`src/rtl/talu_pkg.sv`:
```
// ----------------------------------------------------------------------------
// talu_pkg
// Shared opcodes, item types and constants for the Thumb ALU with flags.
// ----------------------------------------------------------------------------
package talu_pkg;

  // ALU opcodes in instruction encoding order
  typedef enum logic [3:0] {
    OP_AND = 4'd0,
    OP_EOR = 4'd1,
    OP_LSL = 4'd2,
    OP_LSR = 4'd3,
    OP_ASR = 4'd4,
    OP_ADC = 4'd5,
    OP_SBC = 4'd6,
    OP_ROR = 4'd7,
    OP_TST = 4'd8,
    OP_NEG = 4'd9,
    OP_CMP = 4'd10,
    OP_CMN = 4'd11,
    OP_ORR = 4'd12,
    OP_MUL = 4'd13,
    OP_BIC = 4'd14,
    OP_MVN = 4'd15
  } talu_op_e;

  localparam int unsigned DataW = 32;
  localparam int unsigned CycW  = 3;

  // Sign-extension masks that set the multiply cycle count
  localparam logic [DataW-1:0] MulMask1 = 32'hFFFF_FF00;
  localparam logic [DataW-1:0] MulMask2 = 32'hFFFF_0000;
  localparam logic [DataW-1:0] MulMask3 = 32'hFF00_0000;

  // Internal cycle counts
  localparam logic [CycW-1:0] CycNone  = 3'd0;
  localparam logic [CycW-1:0] CycShift = 3'd1;
  localparam logic [CycW-1:0] CycMul1  = 3'd1;
  localparam logic [CycW-1:0] CycMul2  = 3'd2;
  localparam logic [CycW-1:0] CycMul3  = 3'd3;
  localparam logic [CycW-1:0] CycMul4  = 3'd4;

  // Input item
  typedef struct packed {
    talu_op_e         op;
    logic [DataW-1:0] first_operand;
    logic [DataW-1:0] second_operand;
    logic             carry_in;
    logic             overflow_in;
  } talu_req_t;

  // Result item
  typedef struct packed {
    logic [DataW-1:0] alu_result;
    logic             negative_flag;
    logic             zero_flag;
    logic             carry_out;
    logic             overflow_out;
    logic             write_back;
    logic [CycW-1:0]  internal_cycles;
  } talu_rsp_t;

  // Shifter result toward the execute logic
  typedef struct packed {
    logic [DataW-1:0] result;
    logic             carry;
  } talu_shift_t;

endpackage

```
`src/rtl/talu_shifter.sv`:
```
// ----------------------------------------------------------------------------
// talu_shifter
// Register-specified LSL, LSR, ASR and ROR with the shifter carry out.
// ----------------------------------------------------------------------------
module talu_shifter (
  input  talu_pkg::talu_op_e          op_i,
  input  logic [talu_pkg::DataW-1:0]  value_i,
  input  logic [7:0]                  amount_i,
  input  logic                        carry_i,
  output talu_pkg::talu_shift_t       shift_o
);
  import talu_pkg::*;

  logic [4:0]       sh;
  logic             amt_zero;
  logic             amt_lt32;
  logic             amt_eq32;
  logic [DataW:0]   lsl_w;
  logic [DataW:0]   lsr_w;
  logic [DataW:0]   asr_w;
  logic [2*DataW-1:0] ror_w;
  logic [DataW-1:0] ror_r;

  assign sh       = amount_i[4:0];
  assign amt_zero = (amount_i == 8'd0);
  assign amt_lt32 = (amount_i[7:5] == 3'd0);
  assign amt_eq32 = (amount_i == 8'd32);

  // Extend by one bit so the last bit shifted out lands in the carry slot
  assign lsl_w = {1'b0, value_i} << sh;
  assign lsr_w = {value_i, 1'b0} >> sh;
  assign asr_w = $unsigned($signed({value_i, 1'b0}) >>> sh);
  assign ror_w = {value_i, value_i} >> sh;
  assign ror_r = ror_w[DataW-1:0];

  // Select result and carry by opcode and amount range
  always_comb begin
    shift_o.result = value_i;
    shift_o.carry  = carry_i;
    if (!amt_zero) begin
      unique case (op_i)
        OP_LSL: begin
          if (amt_lt32) begin
            shift_o.result = lsl_w[DataW-1:0];
            shift_o.carry  = lsl_w[DataW];
          end else begin
            shift_o.result = '0;
            shift_o.carry  = amt_eq32 ? value_i[0] : 1'b0;
          end
        end
        OP_LSR: begin
          if (amt_lt32) begin
            shift_o.result = lsr_w[DataW:1];
            shift_o.carry  = lsr_w[0];
          end else begin
            shift_o.result = '0;
            shift_o.carry  = amt_eq32 ? value_i[DataW-1] : 1'b0;
          end
        end
        OP_ASR: begin
          if (amt_lt32) begin
            shift_o.result = asr_w[DataW:1];
            shift_o.carry  = asr_w[0];
          end else begin
            shift_o.result = {DataW{value_i[DataW-1]}};
            shift_o.carry  = value_i[DataW-1];
          end
        end
        OP_ROR: begin
          // the rotated top bit is the last bit moved, also for multiples of 32
          shift_o.result = ror_r;
          shift_o.carry  = ror_r[DataW-1];
        end
        default: begin
          shift_o.result = value_i;
          shift_o.carry  = carry_i;
        end
      endcase
    end
  end

endmodule

```
`src/rtl/talu_exec.sv`:
```
// ----------------------------------------------------------------------------
// talu_exec
// Combinational execute stage: logic ops, adder, shifter, multiplier, flags.
// ----------------------------------------------------------------------------
module talu_exec (
  input  talu_pkg::talu_req_t req_i,
  output talu_pkg::talu_rsp_t rsp_o
);
  import talu_pkg::*;

  logic [DataW-1:0] a;
  logic [DataW-1:0] b;
  logic [DataW-1:0] add_x;
  logic [DataW-1:0] add_y;
  logic             add_cin;
  logic [DataW:0]   add_sum;
  logic [DataW-1:0] add_r;
  logic             add_v;
  logic [DataW-1:0] mul_r;
  logic [CycW-1:0]  mul_cyc;
  logic [DataW-1:0] m1;
  logic [DataW-1:0] m2;
  logic [DataW-1:0] m3;
  talu_shift_t      shift;
  logic [DataW-1:0] res;
  logic             c_new;
  logic             v_new;

  assign a = req_i.first_operand;
  assign b = req_i.second_operand;

  // Shared shifter for the register-specified shifts
  talu_shifter u_shifter (
    .op_i     (req_i.op),
    .value_i  (a),
    .amount_i (b[7:0]),
    .carry_i  (req_i.carry_in),
    .shift_o  (shift)
  );

  // Steer adder operands: subtraction adds the inverted operand
  always_comb begin
    add_x   = a;
    add_y   = b;
    add_cin = 1'b0;
    unique case (req_i.op)
      OP_ADC: begin
        add_cin = req_i.carry_in;
      end
      OP_SBC: begin
        add_y   = ~b;
        add_cin = req_i.carry_in;
      end
      OP_CMP: begin
        add_y   = ~b;
        add_cin = 1'b1;
      end
      OP_NEG: begin
        add_x   = '0;
        add_y   = ~b;
        add_cin = 1'b1;
      end
      default: begin
        add_cin = 1'b0;
      end
    endcase
  end

  assign add_sum = {1'b0, add_x} + {1'b0, add_y} + {{DataW{1'b0}}, add_cin};
  assign add_r   = add_sum[DataW-1:0];
  assign add_v   = ~(add_x[DataW-1] ^ add_y[DataW-1]) & (add_x[DataW-1] ^ add_r[DataW-1]);

  // Low word of the product
  assign mul_r = a * b;

  // Multiply cycles from the number of leading sign bytes of the first operand
  assign m1 = a & MulMask1;
  assign m2 = a & MulMask2;
  assign m3 = a & MulMask3;

  always_comb begin
    priority if (m1 == MulMask1 || m1 == '0) begin
      mul_cyc = CycMul1;
    end else if (m2 == MulMask2 || m2 == '0) begin
      mul_cyc = CycMul2;
    end else if (m3 == MulMask3 || m3 == '0) begin
      mul_cyc = CycMul3;
    end else begin
      mul_cyc = CycMul4;
    end
  end

  // Select result, flags, write-back and cycle count
  always_comb begin
    res                   = add_r;
    c_new                 = req_i.carry_in;
    v_new                 = req_i.overflow_in;
    rsp_o.write_back      = 1'b1;
    rsp_o.internal_cycles = CycNone;
    unique case (req_i.op)
      OP_AND: res = a & b;
      OP_EOR: res = a ^ b;
      OP_TST: begin
        res              = a & b;
        rsp_o.write_back = 1'b0;
      end
      OP_ORR: res = a | b;
      OP_BIC: res = a & ~b;
      OP_MVN: res = ~b;
      OP_LSL, OP_LSR, OP_ASR, OP_ROR: begin
        res                   = shift.result;
        c_new                 = shift.carry;
        rsp_o.internal_cycles = CycShift;
      end
      OP_ADC, OP_SBC, OP_NEG: begin
        res   = add_r;
        c_new = add_sum[DataW];
        v_new = add_v;
      end
      OP_CMP, OP_CMN: begin
        res              = add_r;
        c_new            = add_sum[DataW];
        v_new            = add_v;
        rsp_o.write_back = 1'b0;
      end
      OP_MUL: begin
        res                   = mul_r;
        rsp_o.internal_cycles = mul_cyc;
      end
      default: res = add_r;
    endcase
  end

  assign rsp_o.alu_result    = res;
  assign rsp_o.negative_flag = res[DataW-1];
  assign rsp_o.zero_flag     = (res == '0);
  assign rsp_o.carry_out     = c_new;
  assign rsp_o.overflow_out  = v_new;

endmodule

```
`src/rtl/thumb_alu_with_flags.sv`:
```
// ----------------------------------------------------------------------------
// thumb_alu_with_flags
// The item passes the input register, then the result register; the strobe rises
// at the edge after the accepting edge.
// Throughput: one item per cycle, busy_o stays low.
// The result is shown for one cycle on rsp_valid_o; the receiver cannot stall.
// Reset clears the valid bits of both registers; no result follows reset.
// ----------------------------------------------------------------------------
module thumb_alu_with_flags (
  input  logic                clk_i,
  input  logic                rst_ni,
  input  logic                start_i,
  output logic                busy_o,
  input  talu_pkg::talu_req_t req_i,
  output logic                rsp_valid_o,
  output talu_pkg::talu_rsp_t rsp_o
);
  import talu_pkg::*;

  logic      req_valid_q;
  logic      req_valid_d;
  talu_req_t req_q;
  talu_rsp_t rsp_d;
  talu_rsp_t rsp_q;
  logic      rsp_valid_q;

  // Every cycle can take an item
  assign busy_o      = 1'b0;
  assign req_valid_d = start_i & ~busy_o;

  // Control valid bits
  always_ff @(posedge clk_i or negedge rst_ni) begin
    if (!rst_ni) begin
      req_valid_q <= 1'b0;
      rsp_valid_q <= 1'b0;
    end else begin
      req_valid_q <= req_valid_d;
      rsp_valid_q <= req_valid_q;
    end
  end

  // Capture the item and hold it for the execute stage
  always_ff @(posedge clk_i) begin
    if (req_valid_d) begin
      req_q <= req_i;
    end
  end

  talu_exec u_exec (
    .req_i (req_q),
    .rsp_o (rsp_d)
  );

  // Register the result
  always_ff @(posedge clk_i) begin
    if (req_valid_q) begin
      rsp_q <= rsp_d;
    end
  end

  assign rsp_valid_o = rsp_valid_q;
  assign rsp_o       = rsp_q;

endmodule

```
`config.mk`:
```
export PLATFORM = sky130hd
export DESIGN_NAME = thumb_alu_with_flags
export DESIGN_NICKNAME = d
export VERILOG_FILES = /design/src/rtl/talu_pkg.sv /design/src/rtl/talu_shifter.sv /design/src/rtl/talu_exec.sv /design/src/rtl/thumb_alu_with_flags.sv
export SDC_FILE = /design/constraint.sdc
export NUM_CORES = 2
export LEC_CHECK = 0
export BUFFER_PORTS_ARGS = -buffer_cell sky130_fd_sc_hd__buf_2
export CORE_ASPECT_RATIO = 0.6
export CORE_MARGIN = 2
export CORE_UTILIZATION = 37
export CTS_CLUSTER_DIAMETER = 30
export CTS_CLUSTER_SIZE = 10
export DETAILED_ROUTE_END_ITERATION = 8
export GPL_TIMING_DRIVEN = 0
export PLACE_DENSITY_LB_ADDON = 0.3
export SETUP_SLACK_MARGIN = 0.1
export SYNTH_ARGS = -nofsm -noshare
export SYNTH_HDL_FRONTEND = slang
export SYNTH_SLANG_ARGS = --single-unit
export TNS_END_PERCENT = 50
```
`constraint.sdc`:
```
create_clock -name clk_i -period 11.6 [get_ports clk_i]
set_input_delay 1.16 -clock clk_i [delete_from_list [all_inputs] [get_ports clk_i]]
set_output_delay 1.16 -clock clk_i [all_outputs]
set_load 0.03 [all_outputs]
```
==> flow_summary.ini <==
[critical_path]
slowest_stage = clkbuf_1
cp.arrival_ns = 11.80
r2r_cells = 29
crit_fanout = 10
worst_setup_path_start_kind = flop
slowest_delay_ns = 1.02
crit_top_cell = fa_1
crit_path_end_kind = flop
cp.required_ns = 11.78
path_class = flop to flop

[logic_synthesis]
synth_edf_count = 109
yosysTopAreaCell = fa_1
yosysWarnings = 0
ys.flop_type = edfxtp_1
yosys.area.top_type_share = 0.2793
synth_area_um2 = 29390
syn_area_per_cell_um2 = 8.628
async_reset_ff_frac = 0.01802
ys_types = 100
ys_ff_latch = 111
synthTopCellsByArea = fa_1, edfxtp_1, ha_1, nor2_1, inv_1
synth_nets = 4092
yosysSeqAreaShare = 0.1131
netlist_instances = 3406

[die]
core_um2 = 78090
start_util = 0.3763
dieArea_um2 = 81770
fp-row-count = 79
die_w_um = 367.8
die_h_um = 222.3
ios = 115

[clock_tree]
cts_tree = done
clk_pin_slew_worst_paths_ns = 0.12
cts_sinks = 111
clkLatencyLatePin_ns = 0.48
cts_buffers = 9
htreeDepth = 3
cts_buffer_depth = 2
root_buffer = clkbuf_16

[route]
first_pass_iters = 6
vias = 30830
via_per_inst = 6.708
wl_per_cell_um = 42.58
final_antenna_net_count = 0
first_iter_violations = 5475
drcViolationCount = 0
routed_wl_um = 195700

[finish]
fillCellCount = 8016
finish.utilization = 0.4081
area_growth_pct = 8.443
multi_input_area_um2 = 23280
drive_above_1_share = 0.1030
register_area_um2 = 3324
fin_cells = 4596
final_nets = 4215

[global_routing]
track_usage = 0.4718
grt_max_degree = 41
grt_pass1_wl_um = 258100
antenna_found_initial = 16
grt_pass1_vias = 28860
grt_overflow = 0

[placement]
io_buffers = 113
place.gp.congestion = 1.113
hpwl_um = 161500
post-place-cells = 4577

[timing]
hold_viol = 0
post-route-period-util = 1.002
setup-violations-final = 1
grt_setup_unrepaired = no
slew_violations = 57
worstMarginPinSlew_ns = 1.645
fmax_mhz = 86.05
max-slew-margin-rel = -0.1277
skew_ns = 0.04668
period_needed_ns = 11.62
fin_ws_ns = -0.02080

[hold_path]
hold_class = primary input to async pin

[outcome]
status = finished, violations left
violations = max-capacitance violations, max-slew violations, negative setup slack

[run]
maxCapViolCount = 10
[placed cells by master (no fill, tap or decap), types with 48 or more instances in the layout]
master    count
nand2_1     340
fa_1        410
nor2_1      464
a21oi_1     115
nand3_1      48
inv_1       449
o21ai_0     116
edfxtp_1    109
clkbuf_1    152
buf_2       132
xnor2_1      97
ha_1        203
mux2i_1      58
mux4_2       63
[state kept, by name (all words and copies together) (netlist names)]
register and count:
req_valid_q 1, rsp_o 39, rsp_valid_o 1, req_q 70
[critical path, delay by kind of cell, from the launching register on]
family / cells / cell delay [ns]
compound gates: 8 / 2.63
xor+xnor: 1 / 0.63
fa+ha+maj: 9 / 4.16
buf+inv: 8 / 2.96
flops: 1 / 0.38
simple gates: 3 / 0.51
[cells by family (layout without fill, tap and decap cells)]
| family | count (synthesis) | in the layout | synth area share |
|---|---|---|---|
| buffers and inverters | 730 | 858 | 0.09673 |
| adders and majority gates | 613 | 613 | 0.3657 |
| muxes | 163 | 163 | 0.08749 |
| other | 1 | 10 | 0.0001276 |
| AOI/OAI and AO/OA | 603 | 603 | 0.1411 |
| and+or+nand+nor | 1065 | 1065 | 0.1595 |
| xor gates and xnor gates | 120 | 120 | 0.03623 |
| DFF | 111 | 111 | 0.1131 |
[layout make-up]
type	instances	area share
diodes	9	0.0007067
plain buffers	250	0.03639
clock buffers	9	0.007067
clock inverters	7	0.002199
inverters	471	0.05618
multi-input cells	2565	0.7305
flip-flops and latches	111	0.1043
well taps	1053	0.04134
repair buffers	121	0.02132
[routing by layer]
layer,routed length [µm],global-route usage
met2,63480,0.5221
met4,5421,0.1043
met5,696,0.03788
met1,83830,0.6739
met3,42270,0.3691
[cell usage after synthesis, types with 8 or more instances]
cell	instances
o22ai_1	43
o21ai_0	118
a211oi_1	28
nor4_1	23
or3_1	11
xnor2_1	97
or2_2	8
nor3_1	43
o22a_1	10
a221oi_1	11
and3_1	11
nor2b_1	17
and2_1	12
clkinv_1	14
nand2_1	340
nand3_1	48
nand2b_1	12
o211ai_1	29
a31oi_1	28
mux2_2	29
mux4_2	63
inv_1	452
edfxtp_1	109
a311oi_1	9
o2111ai_1	11
o31ai_1	13
a21oi_1	115
clkbuf_1	199
nor2_1	464
a21o_1	20
ha_1	203
o221ai_1	30
o32ai_1	10
o21a_1	17
xor2_1	22
fa_1	410
buf_2	20
buf_1	31
o31a_1	9
mux2i_1	62
nand4_1	23
o311ai_0	9
[final timing paths]
check / start / end / slack, ns
worst max register to register: req_q[13]$_DFFE_PP_ / rsp_o[6]$_DFFE_PP_ / -0.02
worst min-delay path: rst_ni / req_valid_q$_DFF_PN0_ / 0.48
max in group asynchronous: rst_ni / req_valid_q$_DFF_PN0_ / 11.02
worst min register to register: req_q[0]$_DFFE_PP_ / rsp_o[4]$_DFFE_PP_ / 0.58
min in group clk_i: req_q[0]$_DFFE_PP_ / rsp_o[4]$_DFFE_PP_ / 0.58
worst max-delay path: req_q[13]$_DFFE_PP_ / rsp_o[6]$_DFFE_PP_ / -0.02
[repair_timing]
action                                  in CTS  in global routing
setup buffers                                0                  0
pin swaps                                    0                  0
hold buffers                                 0                  0
gates resized for setup                     26                 95
endpoints found under the setup margin       9                  5
hold endpoints to repair                     0                  0
[stage by stage]
stage / setup slack [ns] / TNS, ns / hold WS (ns) / cell area (µm²)
2_1_floorplan: 2.491 / 0 / 0.4946 / 29390
3_3_place_gp: -1.836 / -8.782 / 0.6069 / 31270
3_5_place_dp: -1.605 / -6.939 / 0.5844 / 31370
4_1_cts: 0.1011 / 0 / 0.4657 / 31710
5_1_grt: 0.1482 / 0 / 0.4765 / 31850
6_report: -0.02080 / -0.02080 / 0.4763 / 31870
Power is not shown: default switching activity piles up to over one toggle a cycle in this logic, so the estimate is an artifact.
